### src/iws_pkg.sv
// iws_pkg: shared widths, payload types and register codes for the inverse
// wavelet synthesis block; no dependencies, compiled first
package iws_pkg;

	localparam int SMP_W     = 16;  // sample and coefficient width
	localparam int PROD_W    = 32;  // exact 16 x 16 product
	localparam int SUM_W     = 36;  // exact sum of up to sixteen products
	localparam int FRAC_BITS = 14;  // Q1.14 coefficients
	localparam int NUM_REGS  = 8;   // tap coefficient registers
	localparam int CFG_IDX_W = 3;
	localparam int CFG_W     = 64;

	localparam logic [CFG_IDX_W-1:0] REG_TAP0 = CFG_IDX_W'(0);

	// one input item as it travels down the cell row
	typedef struct packed {
		logic signed [SMP_W-1:0] d;
		logic signed [SMP_W-1:0] a;
	} sample_pair_t;

	// four Q1.14 coefficients of one tap, f00 in the lowest bits
	typedef struct packed {
		logic signed [SMP_W-1:0] f11;
		logic signed [SMP_W-1:0] f10;
		logic signed [SMP_W-1:0] f01;
		logic signed [SMP_W-1:0] f00;
	} coef_set_t;

	// registered products of one tap
	typedef struct packed {
		logic signed [PROD_W-1:0] p11;
		logic signed [PROD_W-1:0] p10;
		logic signed [PROD_W-1:0] p01;
		logic signed [PROD_W-1:0] p00;
	} prod_set_t;

endpackage

### src/iws_cell.sv
// iws_cell: one tap of the synthesis filter row; holds the tap coefficients
// and one history item, registers its four products; uses iws_pkg
module iws_cell (
	input  logic                     clk,
	input  logic                     arst_n,
	input  logic                     cfg_we,
	input  logic [iws_pkg::CFG_W-1:0] cfg_data,
	input  logic                     shift,
	input  logic                     adv,
	input  iws_pkg::sample_pair_t    x_in,
	output iws_pkg::sample_pair_t    x_out,
	output iws_pkg::prod_set_t       prod_s1
);
	import iws_pkg::*;

	coef_set_t    coef_q;
	sample_pair_t x_q;

	always_ff @(posedge clk or negedge arst_n) begin
		if (!arst_n) begin
			coef_q <= '0;
		end else if (cfg_we) begin
			coef_q <= coef_set_t'(cfg_data);
		end
	end

	// history item handed on to the next tap
	always_ff @(posedge clk) begin
		if (shift) begin
			x_q <= x_in;
		end
	end

	always_ff @(posedge clk) begin
		if (adv) begin
			prod_s1.p00 <= PROD_W'(x_in.a) * PROD_W'(coef_q.f00);
			prod_s1.p01 <= PROD_W'(x_in.a) * PROD_W'(coef_q.f01);
			prod_s1.p10 <= PROD_W'(x_in.d) * PROD_W'(coef_q.f10);
			prod_s1.p11 <= PROD_W'(x_in.d) * PROD_W'(coef_q.f11);
		end
	end

	assign x_out = x_q;

endmodule

### config.mk
export PLATFORM = sky130hd
export DESIGN_NAME = iws_cell
export DESIGN_NICKNAME = d
export VERILOG_FILES = /design/src/iws_pkg.sv /design/src/iws_cell.sv
export SDC_FILE = /design/constraint.sdc
export NUM_CORES = 2
export LEC_CHECK = 0
export ABC_AREA = 1
export BUFFER_PORTS_ARGS = -buffer_cell sky130_fd_sc_hd__buf_4
export CORE_ASPECT_RATIO = 0.5
export CORE_MARGIN = 5
export CORE_UTILIZATION = 30
export DETAILED_ROUTE_END_ITERATION = 16
export GPL_TIMING_DRIVEN = 1
export RECOVER_POWER = 100
export REMOVE_ABC_BUFFERS = 1
export SYNTH_ARGS = -nofsm -noshare
export SYNTH_HDL_FRONTEND = slang
export SYNTH_SLANG_ARGS = --single-unit
export TNS_END_PERCENT = 20
### constraint.sdc
create_clock -name clk -period 10.5 [get_ports clk]
set_clock_uncertainty 0.2 [all_clocks]
set_input_delay 0.525 -clock clk [delete_from_list [all_inputs] [get_ports clk]]
set_output_delay 0.525 -clock clk [all_outputs]
set_load 0.01 [all_outputs]
==> impl_metrics.toml <==
[grt]
grt_pass1_wl_mm = 222
grt_overflow_total = 0
track_usage = 0.157
grt_pass1_vias = 40600
grt_max_degree = 69
antenna_found_initial = 2

[place]
io_buffers = 260
routabilityCongestion = 0.870
dp_hpwl_mm = 109

[synth]
yosysUniqueCellTypes = 33
netlist_area_um2 = 50500
netlist_instances = 6193
avgSynthCellArea_um2 = 8.15
synth_compound_area_frac = 0.0185
synth_top_family_by_area = "adder cells"
synth-simple-area-share = 0.170
ys_seq_area_frac = 0.127
synth_fa_ha_area_frac = 0.497
yosys_register_bits = 224
synth_xor_xnor_area_share = 0.0127
muxShareOfSynthArea = 0.0134
yosys_warnings = 0

[cells_and_area]
final_common_cell = "inv_1"
n_fill_cell = 17800
area_growth_pct = 9.40
nNetsFinal = 7818
layout-drive-gt1-share = 0.0377
seq_area_um2 = 6410
multiInputGateArea_um2 = 35800
final_cell_mix = "inv_1 (1931), nand2_1 (1663), fa_1 (1048)"

[timing]
period_minus_slack_ps = 7040
max_freq_mhz = 142
fin_crit_sh = 0.670
max_slew_margin = -1.99
timing.setup.tns_ps = 0
setup_violations = 0
rsz0062_at_grt = "no"
slew_violations = 1384
worst_pin_slew_ps = 4490
whs_ps = 310
hold_violations = 0

[floorplanning]
dieArea_um2 = 177000
dieWidth_um = 590
num_io_pins = 261
fp.dieH_um = 300
row_count = 106
start_util = 0.302
coreArea_um2 = 167000

[drt]
final_antenna_net_count = 0
wl_per_cell_um = 15.7
drt_iter0_drc = 1765
route.detailed.drc = 0
drt-total-wl_mm = 135
met3_length_mm = 4.65
dr_wl_met2_mm = 69.8
num_vias = 37100
vias_per_cell = 4.32
met1_length_mm = 57.2
topRoutingLayerUsed = "met4"
dr.pass1.iters = 7

[setup_path]
crit_type = "input port to register"
cp-start-kind = "input port"
endpoint_kind = "register"
critPathMaxFanout = 33
crit_required_ps = 10710
arrival_ps = 7250

[outcome]
failed_checks = "capacitance limit, slew limit"
outcome = "finished, violations left"

[clocking]
numCtsBuffers = 29
cts_root_buf = "clkbuf_16"
clk_latency_ps = 640
cts.sinks = 224
clk_pin_slew_ps = 60
cts_tree = "built"
cts_max_level = 1
postCtsResizedCells = 0
cts_setup_buffers = 0
hold_buffers = 65
cts_buffer_depth = 3

[min_path]
hp-class = "register to register"

[run]
max_cap_viol_count = 39
## area by class of cell
type,instances,area share
antenna,1,0.0000453
clock buffer,38,0.0154
clock inverter,15,0.00206
inverter,1944,0.132
multi-input combinational,3797,0.648
sequential,224,0.116
tap,2214,0.0502
timing repair buffer,345,0.0358
## kinds of logic after synthesis
| family | Yosys count |
|---|---|
| fa+ha+maj | 1376 |
| buf+inv | 2172 |
| flops | 224 |
| xor+xnor | 73 |
| mux | 60 |
| simple gates | 2120 |
| compound gates | 168 |
## worst paths after layout
| kind | to | depth (start not counted) | slack [ps] | start |
|---|---|---|---|---|
| setup / recovery | prod_s1[63]$_DFFE_PP_ | 22 | 3460 | x_in[15] |
| hold / removal | coef_q[20]$_DFFE_PN0P_ | 1 | 310 | coef_q[20]$_DFFE_PN0P_ |
| setup reg to reg | prod_s1[127]$_DFFE_PP_ | 24 | 3570 | coef_q[49]$_DFFE_PN0P_ |
| hold reg to reg | coef_q[20]$_DFFE_PN0P_ | 1 | 310 | coef_q[20]$_DFFE_PN0P_ |
| max in group asynchronous | coef_q[28]$_DFFE_PN0P_ | 3 | 6140 | arst_n |
| min in group asynchronous | coef_q[35]$_DFFE_PN0P_ | 2 | 820 | arst_n |
## through the flow
step	worst slack [ps]	utilization	std cells	instance area, um2
final	3460	0.330	8578	55200
after global routing	3080	0.330	8578	55200
after CTS	4030	0.336	8577	56100
after detailed placement	3910	0.326	8459	54500
after global placement	3950	0.326	8459	54500
after floorplan	4730	-	5965	49600
## critical path, cell delays in order
cell and delay [ps]:
clkbuf_1 1290, nand2_1 340, inv_1 240, fa_1 550, fa_1 880, fa_1 520
fa_1 500, fa_1 490, inv_1 50, fa_1 470, inv_1 40, ha_1 360
nand2_1 110, nor2_1 150, clkinv_1 90, nor2_1 200, and2_0 150, nand2_1 80
inv_1 70, nor2_1 40, nand2_1 50, nand2_1 40
## sequential cells by signal (all words and copies together), names as in the netlist
signal	count
prod_s1	128
coef_q	64
x_out	32
## layer usage
metal / up-vias / global-route usage
li1: 17800 / -
met5: - / 0
met2: 630 / 0.291
met3: 166 / 0.0166
met4: 0 / 0.0329
met1: 18500 / 0.196
## cell usage after synthesis
| master | instances | share of area |
|---|---|---|
| a21boi_0 | 3 | 0.00045 |
| a21o_1 | 5 | 0.00074 |
| a21oi_1 | 92 | 0.0091 |
| a21oi_2 | 3 | 0.00052 |
| a31oi_1 | 1 | 0.00012 |
| and2_1 | 8 | 0.00099 |
| buf_1 | 2 | 0.00015 |
| buf_2 | 8 | 0.00079 |
| clkbuf_1 | 218 | 0.016 |
| dfrtp_1 | 64 | 0.032 |
| edfxtp_1 | 160 | 0.095 |
| fa_1 | 1048 | 0.42 |
| ha_1 | 328 | 0.081 |
| inv_1 | 1929 | 0.14 |
| inv_2 | 15 | 0.0011 |
| mux2_2 | 60 | 0.013 |
| nand2_1 | 1653 | 0.12 |
| nand2_2 | 21 | 0.0026 |
| nand3_1 | 129 | 0.013 |
| nand3_2 | 5 | 0.00099 |
| nand3b_1 | 10 | 0.0015 |
| nand4_1 | 52 | 0.0064 |
| nor2_1 | 181 | 0.013 |
| nor2_2 | 27 | 0.0033 |
| nor2_4 | 4 | 0.00089 |
| nor3_1 | 17 | 0.0017 |
| nor3_2 | 9 | 0.0018 |
| o21ai_0 | 34 | 0.0034 |
| o21ai_1 | 5 | 0.00050 |
| o21bai_1 | 25 | 0.0037 |
| or2_2 | 4 | 0.00050 |
| xnor2_1 | 8 | 0.0014 |
| xor2_1 | 65 | 0.011 |
Power is left out: the tool's default activity adds up to more than one toggle a clock period on the data nets, which glitch-free logic cannot reach.
