`src/iws_pkg.sv`:
```
// iws_pkg: shared widths, payload types and register codes for the inverse
// wavelet synthesis block; no dependencies, compiled first
package iws_pkg;

	localparam int SMP_W     = 16;  // sample and coefficient width
	localparam int PROD_W    = 32;  // exact 16 x 16 product
	localparam int SUM_W     = 36;  // exact sum of up to sixteen products
	localparam int FRAC_BITS = 14;  // Q1.14 coefficients
	localparam int NUM_REGS  = 8;   // tap coefficient registers
	localparam int CFG_IDX_W = 3;
	localparam int CFG_W     = 64;

	localparam logic [CFG_IDX_W-1:0] REG_TAP0 = CFG_IDX_W'(0);

	// one input item as it travels down the cell row
	typedef struct packed {
		logic signed [SMP_W-1:0] d;
		logic signed [SMP_W-1:0] a;
	} sample_pair_t;

	// four Q1.14 coefficients of one tap, f00 in the lowest bits
	typedef struct packed {
		logic signed [SMP_W-1:0] f11;
		logic signed [SMP_W-1:0] f10;
		logic signed [SMP_W-1:0] f01;
		logic signed [SMP_W-1:0] f00;
	} coef_set_t;

	// registered products of one tap
	typedef struct packed {
		logic signed [PROD_W-1:0] p11;
		logic signed [PROD_W-1:0] p10;
		logic signed [PROD_W-1:0] p01;
		logic signed [PROD_W-1:0] p00;
	} prod_set_t;

endpackage

```
`src/iws_adder_tree.sv`:
```
// iws_adder_tree: registered binary adder tree over the tap products,
// one register level per tree level; uses iws_pkg
module iws_adder_tree #(
	parameter int N = 16
) (
	input  logic                             clk,
	input  logic                             arst_n,
	input  logic                             en,
	input  logic                             in_valid,
	input  logic signed [iws_pkg::SUM_W-1:0] leaf [N],
	output logic                             out_valid,
	output logic signed [iws_pkg::SUM_W-1:0] sum
);
	import iws_pkg::*;

	localparam int LVL = $clog2(N);
	localparam int P   = 1 << LVL;

	logic signed [SUM_W-1:0] leaf_pad [P];
	logic signed [SUM_W-1:0] node_q [1:P-1];
	logic [LVL-1:0]          vld_q;

	always_comb begin
		for (int i = 0; i < P; i++) begin
			leaf_pad[i] = (i < N) ? leaf[i] : '0;
		end
	end

	for (genvar i = 1; i < P; i++) begin : g_node
		if (2 * i >= P) begin : g_leafs
			always_ff @(posedge clk) begin
				if (en) begin
					node_q[i] <= leaf_pad[2*i-P] + leaf_pad[2*i+1-P];
				end
			end
		end else begin : g_inner
			always_ff @(posedge clk) begin
				if (en) begin
					node_q[i] <= node_q[2*i] + node_q[2*i+1];
				end
			end
		end
	end

	always_ff @(posedge clk or negedge arst_n) begin
		if (!arst_n) begin
			vld_q <= '0;
		end else if (en) begin
			vld_q <= {vld_q[LVL-2:0], in_valid};
		end
	end

	assign sum       = node_q[1];
	assign out_valid = vld_q[LVL-1];

endmodule

```
`config.mk`:
```
export PLATFORM = sky130hd
export DESIGN_NAME = iws_adder_tree
export DESIGN_NICKNAME = d
export VERILOG_FILES = /design/src/iws_pkg.sv /design/src/iws_adder_tree.sv
export SDC_FILE = /design/constraint.sdc
export NUM_CORES = 2
export LEC_CHECK = 0
export BUFFER_PORTS_ARGS = -buffer_cell sky130_fd_sc_hd__buf_2
export CAP_MARGIN = 20
export CORE_UTILIZATION = 55
export DETAILED_ROUTE_END_ITERATION = 6
export PLACE_DENSITY = 0.81
export SLEW_MARGIN = 10
export SYNTH_ARGS = -nofsm -noshare
export SYNTH_HDL_FRONTEND = slang
export SYNTH_SLANG_ARGS = --single-unit
```
`constraint.sdc`:
```
create_clock -name clk -period 6.3 [get_ports clk]
set_input_delay 0.63 -clock clk [delete_from_list [all_inputs] [get_ports clk]]
set_output_delay 0.63 -clock clk [all_outputs]
set_load 0.005 [all_outputs]
```
==> qor.yml <==
outcome:
  status: "complete, no violations"
yosys:
  ys_warn_count: 0
  synth_ff_type: "edfxtp_1"
  synth_area_um2: 43000
  synth.ff_latch_count: 544
  synth_top_cell_by_area: "edfxtp_1"
  yosysSeqAreaShare: 0.379
  synth_edf_count: 540
  yosys.area.top_type_share: 0.377
  syn_nets: 5420
  avgSynthCellArea_um2: 10.0
  synthTopCellsByArea: "edfxtp_1 (38%), ha_1 (15%), xnor2_1 (6.7%)"
  syn_inst: 4300
  synthArstFlopShare: 0.00735
  ys_types: 76
floorplan:
  io_pins: 617
  die_x_um: 282
  dieArea_um2: 79400
  initial_core_util: 0.556
  die_height_um: 282
  core_area_um2: 77500
  rows: 102
pwr:
  ir_drop_mv: 0.310
  p_leak_nw: 21.4
  fin_total_pwr_w: 0.0191
  cellPowerDensity_nw_per_um2: 392
final_layout:
  nets: 5959
  post-route-util: 0.629
  regArea_um2: 16300
  nFillCells: 6378
  drive_gt1_frac: 0.151
  multi_input_area_um2: 25600
  area_growth_syn_to_layout_pct: 13.2
timing:
  fin_crit_sh: 0.641
  finalClockSkew_ns: 0.0230
  fin_crit_ns: 4.04
  rsz0062_at_grt: "false"
  tightest_slew_ns: 1.13
  fmax_mhz: 248
  slew_headroom: 0.237
  finalSetupViolations: 0
  tns_ns: 0
  setup_ws_ns: 2.26
  drv_slew: 0
  finalHoldViolCount: 0
detailed_routing:
  drtIter0Drc: 2832
  vias_per_cell: 5.96
  vias: 35298
  drtAntennaViolNets: 0
  drtPass1Iterations: 6
  drc: 0
  drt_wl_total_mm: 114
  wl_per_cell_um: 19.3
setup_path:
  required_ns: 6.67
  end_kind: "flop"
  critPathArrivalTime_ns: 4.41
  r2r_setup_slack_ns: 2.31
  startpoint_type: "input port"
  path_cells: "buf_2 -> ha_1 -> fa_1 -> a21o_1 -> a21o_1 -> a2111oi_2 -> o21ai_0 -> o41ai_2 -> o21ai_1 -> o41ai_2 -> o221ai_1 -> a21oi_1 -> xnor2_1"
  cp.buffers_inverters: 1
  crit_family: "compound AO/OA/AOI/OAI gates"
  startpoint: "leaf[288]"
  path_class: "in2reg"
  critPathMaxFanout: 3
  r2r-start: "node_q[0][72]"
  cpPeakStageDelay_ns: 0.56
  cpMaxStageDelayCell: "o41ai_2"
place:
  dp_hpwl_mm: 93.3
  port_buffers: 616
  finalWeightedCongestion: 0.972
  place_ws_ns: 1.87
clock_network:
  clk_root_buffer_cell: "clkbuf_16"
  cts.htree.levels: 2
  clkLatencyLatePin_ns: 0.62
  post_cts_buffers: 0
  cts.sinks: 544
  cts_tree: "built"
  cts_max_path_buffers: 3
  cts_inserted_buffers: 56
  clk_pin_slew_worst_paths_ns: 0.06
worst_hold_path:
  hold_start: "in_valid"
  hp-class: "in2reg"
global_routing:
  grt_antenna_before_repair: 4
  grt_overflow: 0
  grt_max_degree: 177
  grt_pass1_vias: 32556
  grt_pass1_wl_mm: 175
  grtUsageTotal: 0.278
flow_run:
  cap_violations: 0
-- cells in the final DEF (no fill, tap or decap), types with 95 or more instances in the layout --
cell and count:
o21ai_0 256, xnor2_1 328, nand2_1 230, ha_1 525, inv_1 109, edfxtp_1 540
nand3_1 98, buf_2 615, nand4_1 95, a21o_1 327, a21oi_1 481, nor2_1 255
xor2_1 171
-- per-layer routing --
| layer | track usage | up-vias | wire (µm) |
|---|---|---|---|
| met1 | 0.398 | 16693 | 52400 |
| met3 | 0.0243 | 171 | 5710 |
| met2 | 0.449 | 1058 | 52800 |
| met5 | 0 | - | 15 |
| met4 | 0.0839 | 2 | 3300 |
| li1 | - | 17374 | - |
-- worst register-to-register path, cell delays in order (launching register included) --
cell and delay (ns):
edfxtp_1 0.39, ha_1 0.25, fa_1 0.41, a21o_1 0.17, a21oi_1 0.24, nand2b_1 0.16
a21oi_1 0.09, o41ai_1 0.61, o31ai_1 0.30, a31oi_1 0.41, o21ai_0 0.29, o311a_1 0.40
-- flip-flops by register name, summed over array words and instances (netlist names) --
register  flops
node_q      540
vld_q         4
-- cells by family after synthesis --
group / Yosys count / synth area share
simple gates: 924 / 0.103
xor+xnor: 499 / 0.102
mux: 7 / 0.00174
buf+inv: 250 / 0.0249
flops: 544 / 0.379
compound gates: 1536 / 0.230
fa+ha+maj: 540 / 0.160
-- stage by stage --
step	area (µm²)	hold slack, ns	instances
floorplan	43000	0.334	4300
global placement	46800	0.434	5820
detailed placement	46800	0.435	5820
CTS	48700	0.229	5926
global route	48700	0.236	5927
finish	48700	0.265	5927
-- worst paths after layout --
kind	to	cells after the start
setup / recovery	node_q[0][430]	13
hold / removal	vld_q[0]	2
setup reg to reg	node_q[0][70]	11
hold reg to reg	vld_q[3]	1
max in group asynchronous	vld_q[0]	2
min in group asynchronous	vld_q[3]	2
-- what timing repair did --
item,in CTS,in global routing
hold endpoints to repair,4,0
hold buffers,1,0
resized for setup,0,0
-- report_power, final --
part	internal, W	total [W]	leakage [nW]	switching, W
clock	0.00192	0.00333	0.902	0.00141
sequential	0.00572	0.00630	5.33	0.000573
combinational	0.00405	0.00948	15.2	0.00543
total	0.0117	0.0191	21.4	0.00742
-- Yosys cell counts, types with 7 or more instances --
| master | number |
|---|---|
| o22ai_1 | 8 |
| xor2_1 | 171 |
| o211a_1 | 12 |
| nand2_1 | 230 |
| or3_1 | 9 |
| a31oi_1 | 43 |
| a21o_1 | 327 |
| nand3b_1 | 7 |
| o21ai_0 | 256 |
| nor2b_1 | 64 |
| o21a_1 | 78 |
| o211ai_1 | 29 |
| and2_1 | 21 |
| a221o_1 | 8 |
| a31o_2 | 12 |
| nand2b_1 | 46 |
| fa_1 | 15 |
| a221oi_1 | 9 |
| ha_1 | 525 |
| a41oi_1 | 8 |
| o21bai_1 | 92 |
| and3_1 | 33 |
| nor2_1 | 255 |
| clkbuf_1 | 105 |
| o31a_1 | 7 |
| buf_4 | 36 |
| edfxtp_1 | 540 |
| a21oi_1 | 481 |
| inv_1 | 109 |
| xnor2_1 | 328 |
| nand3_1 | 98 |
| a311oi_1 | 9 |
| nand4_1 | 95 |
| a21boi_0 | 13 |
| a211oi_1 | 47 |
| o31ai_1 | 25 |
| nor4_1 | 7 |
| o41ai_1 | 16 |
| nor3_1 | 37 |
-- area by class of cell --
type / count / share of cell area
Antenna cell: 1 / 0.0000514
Clock buffer: 60 / 0.0291
Clock inverter: 45 / 0.00891
Inverter: 109 / 0.00840
Multi-Input combinational cell: 3506 / 0.527
Sequential cell: 544 / 0.335
Tap cell: 1040 / 0.0267
Timing Repair Buffer: 622 / 0.0653
Power figures use the tool's default switching activity.
