--- src/iws_pkg.sv ---
// iws_pkg: shared widths, payload types and register codes for the inverse
// wavelet synthesis block; no dependencies, compiled first
package iws_pkg;

	localparam int SMP_W     = 16;  // sample and coefficient width
	localparam int PROD_W    = 32;  // exact 16 x 16 product
	localparam int SUM_W     = 36;  // exact sum of up to sixteen products
	localparam int FRAC_BITS = 14;  // Q1.14 coefficients
	localparam int NUM_REGS  = 8;   // tap coefficient registers
	localparam int CFG_IDX_W = 3;
	localparam int CFG_W     = 64;

	localparam logic [CFG_IDX_W-1:0] REG_TAP0 = CFG_IDX_W'(0);

	// one input item as it travels down the cell row
	typedef struct packed {
		logic signed [SMP_W-1:0] d;
		logic signed [SMP_W-1:0] a;
	} sample_pair_t;

	// four Q1.14 coefficients of one tap, f00 in the lowest bits
	typedef struct packed {
		logic signed [SMP_W-1:0] f11;
		logic signed [SMP_W-1:0] f10;
		logic signed [SMP_W-1:0] f01;
		logic signed [SMP_W-1:0] f00;
	} coef_set_t;

	// registered products of one tap
	typedef struct packed {
		logic signed [PROD_W-1:0] p11;
		logic signed [PROD_W-1:0] p10;
		logic signed [PROD_W-1:0] p01;
		logic signed [PROD_W-1:0] p00;
	} prod_set_t;

endpackage

--- src/iws_out.sv ---
// iws_out: rounds, shifts and saturates both sums of an item and sends the
// two samples one after the other; uses iws_pkg
module iws_out (
	input  logic                             clk,
	input  logic                             arst_n,
	input  logic                             in_valid,
	input  logic signed [iws_pkg::SUM_W-1:0] sum_first,
	input  logic signed [iws_pkg::SUM_W-1:0] sum_second,
	output logic                             ready,
	output logic                             m_axis_tvalid,
	input  logic                             m_axis_tready,
	output logic [iws_pkg::SMP_W-1:0]        m_axis_tdata,
	output logic                             m_axis_tlast,
	output logic                             m_axis_tuser
);
	import iws_pkg::*;

	localparam int Q_W = SUM_W - FRAC_BITS;
	localparam logic signed [Q_W-1:0] Q_MAX = Q_W'(32767);
	localparam logic signed [Q_W-1:0] Q_MIN = -Q_W'(32768);
	localparam logic signed [SUM_W-1:0] HALF = SUM_W'(1) <<< (FRAC_BITS - 1);

	logic             full_q;
	logic             phase_q;
	logic [SMP_W-1:0] smp_q [2];
	logic             sat_q [2];
	logic [SMP_W-1:0] smp_c [2];
	logic             sat_c [2];
	logic             take;

	function automatic logic [SMP_W:0] round_sat(input logic signed [SUM_W-1:0] s);
		logic signed [SUM_W-1:0] v;
		logic signed [Q_W-1:0]   q;
		v = s + HALF;
		q = Q_W'(v >>> FRAC_BITS);
		if (q > Q_MAX) begin
			return {1'b1, Q_MAX[SMP_W-1:0]};
		end else if (q < Q_MIN) begin
			return {1'b1, Q_MIN[SMP_W-1:0]};
		end
		return {1'b0, q[SMP_W-1:0]};
	endfunction

	always_comb begin
		{sat_c[0], smp_c[0]} = round_sat(sum_first);
		{sat_c[1], smp_c[1]} = round_sat(sum_second);
	end

	assign take  = full_q && m_axis_tready;
	assign ready = !full_q || (take && phase_q);

	always_ff @(posedge clk or negedge arst_n) begin
		if (!arst_n) begin
			full_q  <= 1'b0;
			phase_q <= 1'b0;
		end else if (ready && in_valid) begin
			full_q  <= 1'b1;
			phase_q <= 1'b0;
		end else if (take) begin
			full_q  <= !phase_q;
			phase_q <= !phase_q;
		end
	end

	always_ff @(posedge clk) begin
		if (ready && in_valid) begin
			smp_q <= smp_c;
			sat_q <= sat_c;
		end
	end

	assign m_axis_tvalid = full_q;
	assign m_axis_tdata  = smp_q[phase_q];
	assign m_axis_tlast  = phase_q;
	assign m_axis_tuser  = sat_q[phase_q];

endmodule

--- config.mk ---
export PLATFORM = sky130hd
export DESIGN_NAME = iws_out
export DESIGN_NICKNAME = d
export VERILOG_FILES = /design/src/iws_pkg.sv /design/src/iws_out.sv
export SDC_FILE = /design/constraint.sdc
export NUM_CORES = 1
export LEC_CHECK = 0
export BUFFER_PORTS_ARGS = -buffer_cell sky130_fd_sc_hd__buf_4
export CAP_MARGIN = 20
export CORE_MARGIN = 2
export CORE_UTILIZATION = 47
export CTS_BUF_LIST = sky130_fd_sc_hd__clkbuf_4 sky130_fd_sc_hd__clkbuf_8
export DETAILED_ROUTE_END_ITERATION = 8
export GPL_ROUTABILITY_DRIVEN = 1
export GPL_TIMING_DRIVEN = 0
export PLACE_DENSITY_LB_ADDON = 0.05
export SYNTH_ARGS = -nofsm -noshare
export SYNTH_HDL_FRONTEND = slang
export SYNTH_SLANG_ARGS = --single-unit
--- constraint.sdc ---
create_clock -name clk -period 2.15 [get_ports clk]
set_input_delay 0.43 -clock clk [delete_from_list [all_inputs] [get_ports clk]]
set_output_delay 0.43 -clock clk [all_outputs]
set_load 0.005 [all_outputs]
==> impl_results.md <==
- Status: complete, but fails checks
- Failing checks: negative setup slack
- Max Slew Vio Count: 0
- Top delay family on crit path: simple AND/OR/NAND/NOR gates
- Clock sinks: 36
- Final setup margin: -106 ps
- Final Hold Fails: 0
- Leading area contributor after synthesis: edfxtp_1
- Die Y: 80.9 um
- DPL Wire Length: 5260 um
- Initial antenna violation count: 0
- Switch share: 0.295
- CTS tree: done
- Buf/Inv on CP: 2
- Rel. slew slack: 0.658
- Synth Area in Adders: 0.00899
- Area delta synth->final: 54.9%
- RSZ-0062 raised after global routing: true
- Largest family of logic cells by synthesized area: simple AND/OR/NAND/NOR gates
- Switching power: 0.000670 W
- Biggest cell delay along the critical path: 530 ps
- Routed wire per std cell: 17.2 um
- Clock Skews: 6.98 ps
- Detailed-router iteration count before antenna repair: 4
- Mean Syn Cell Area: 10.1 um^2
- Vias post-DR: 2630
- Yosys cell types: 59
- Starting Density: 0.478
- Xor-xnor portion of the synthesized cell area: 0.119
- Actual slew at the worst max-slew pin: 514 ps
- VDD IR max: 0.371 mV
- CP Capture Type: register
- Row Count: 28
- Chip width: 80.9 um
- Cell area after synthesis: 2780 um^2
- Grt total ovfl: 0
- Vias per Instance: 5.77
- Die area: 6550 um^2
- Crit-path cells: buf_8 > ha_4 > nand2_4 > or3_4 > or4_4 > a22o_4 > buf_6 > o21ai_4 > a21boi_2
- EDFF count, synth: 34
- Antenna cells: 0
- Maxcap violations: 0
- I/O pins: 96
- Final Cycle Share: 1.05
- Routability Congestion: 0.822
- Routed Antenna Nets: 0
- Sequential fraction of the synthesis area: 0.385
- Iter 0 DRT Violations: 168
- Htree depth: 2
- Clock Latency Late Sink: 290 ps
- Post-synth top area share: 0.367
- Combinational Power Share: 0.381
- Commonest cells after routing, fill and taps aside: buf_4, edfxtp_1, xnor2_1, mux2_2, nand2_1
- Synth area leaders: edfxtp_1, mux2_2, xnor2_1, xor2_1, nand3_1
- PD cells: 527 nW/um^2
- Tmin final: 2260 ps
- Reg power frac: 0.395
- Ys flop type: edfxtp_1
- Leak: 1.60 nW
- IO buf count: 68
- Number of CTS-inserted buffers: 5
- Mux share of post-synthesis cell area: 0.0764
- DP Cell Count: 420
- Max FO, Critical Path: 5
- Largest net degree at the start of global routing: 19
- CP Class: input port to register
- Placed cell areas: 3530 um^2
- Global-route usage over all layers: 0.227
- Share of cells above drive strength 1: 0.533
- Clock slew at reported path FFs: 80 ps
- Final setup violation count: 12
- FF+latch count, synth: 36
- Commonest non-fill, non-tap cell in the layout: buf_4
- Ys Warns: 0
- Slowest CP cell: or4_4
- Post-Layout Cell Count: 456
- Nets@finish: 458
- Core area: 5820 um^2
- Synth Net Count: 354
- Number of global-route vias before repair: 2379
- Post-synthesis simple-gate area fraction: 0.217
- Synth Area in Compound Gates: 0.162
- Internal: 0.00160 W
- Post-synth ARST share: 0.0556
- Fmax: 443 MHz
- Post-synthesis cell count: 276
- Drt total wl: 7840 um
- Design area: 4310 um^2
- Worst Path Required: 2290 ps
- Root Driver: clkbuf_8
- Clk buf depth: 2
- Clock share of power: 0.224
- Hold Path Class: input port to register
- DR DRC count: 0
- Worst path arrival time: 2400 ps
- Worst setup SP type: input port
- First-pass GRT wire length: 11400 um
[power groups by stage]
| stage | logic [W] | registers [W] | clock network (W) |
|---|---|---|---|
| final | 0.000866 | 0.000898 | 0.000509 |
| after global routing | 0.000931 | 0.000906 | 0.000548 |
| after CTS | 0.000822 | 0.000900 | 0.000514 |
| after detailed placement | 0.000771 | 0.000916 | 0 |
| after global placement | 0.000737 | 0.000915 | 0 |
| after floorplan | 0.000393 | 0.000907 | 0 |
[cell type report]
type / instances / area (um^2)
Fill cell: 416 / 1510
Clock inverter: 2 / 15.0
Multi-Input combinational cell: 226 / 2070
Tap cell: 75 / 93.8
Sequential cell: 36 / 1070
Clock buffer: 6 / 82.6
Timing Repair Buffer: 97 / 866
Buffer: 9 / 92.6
Inverter: 5 / 18.8
[per-stage QoR]
stage / hold slack [ps] / util / total power (W) / setup WS, ps / setup TNS [ps]
floorplan: 134 / - / 0.00130 / -245 / -4320
global placement: 214 / 0.603 / 0.00165 / -712 / -34130
detailed placement: 214 / 0.608 / 0.00169 / -782 / -25130
CTS: 341 / 0.690 / 0.00224 / -75.1 / -363
global route: 333 / 0.741 / 0.00239 / -141 / -1630
finish: 340 / 0.741 / 0.00227 / -106 / -414
[Yosys cell counts (2+ instances only)]
master / n
a21oi_1: 11
a21oi_2: 2
a31oi_1: 10
and2_1: 3
and3_1: 9
and3_2: 3
and4_1: 2
buf_6: 4
clkbuf_1: 4
dfrtp_1: 2
edfxtp_1: 34
ha_1: 2
inv_1: 5
mux2_2: 18
nand2_1: 20
nand2b_1: 3
nand3_1: 18
nand4_1: 7
nor2_1: 10
nor2b_1: 2
nor3_1: 8
nor4_1: 4
o21ai_0: 2
o22ai_1: 10
o2bb2ai_1: 8
o31a_1: 5
o31ai_1: 2
or3_1: 2
or4_1: 2
xnor2_1: 20
xor2_1: 16
[state kept, by name (all words and copies together), names as in the netlist]
| name | cells |
|---|---|
| m_axis_tlast | 1 |
| smp_q | 32 |
| sat_q | 2 |
| m_axis_tvalid | 1 |
[final timing paths]
kind	from	to	slack, ps	cells after the start
max reg2reg	m_axis_tlast	smp_q[18]	340	5
min reg2reg	m_axis_tvalid	m_axis_tvalid	570	2
max in group asynchronous	arst_n	m_axis_tlast	1620	2
max	sum_first[13]	smp_q[16]	-110	9
min in group asynchronous	arst_n	m_axis_tvalid	450	2
min	in_valid	m_axis_tvalid	340	2
[cells by family (layout without fill, tap and decap cells)]
kind of cell	after synthesis	in the layout
adder cells (fa/ha/maj)	2	2
flip-flops	36	36
AND/OR/NAND/NOR	105	105
XOR/XNOR	37	37
buffers and inverters	15	119
multiplexers	19	19
AO/OA/AOI/OAI	62	63
[metal layers]
layer	vias to the layer above	share of wire	track usage
met5	-	0	0
met4	0	0.011	0.0458
met3	9	0.057	0.0344
met2	90	0.50	0.379
met1	1234	0.43	0.314
li1	1297	-	-
[repair_timing]
action / CTS / global route
setup endpoints to repair: 76 / 34
gates cloned: 2 / 3
buffers inserted: 20 / 4
resized for setup: 41 / 51
pin swaps: 18 / 21
hold endpoints to repair: 2 / 0
hold buffers: 1 / 0
Power figures use the tool's default switching activity.
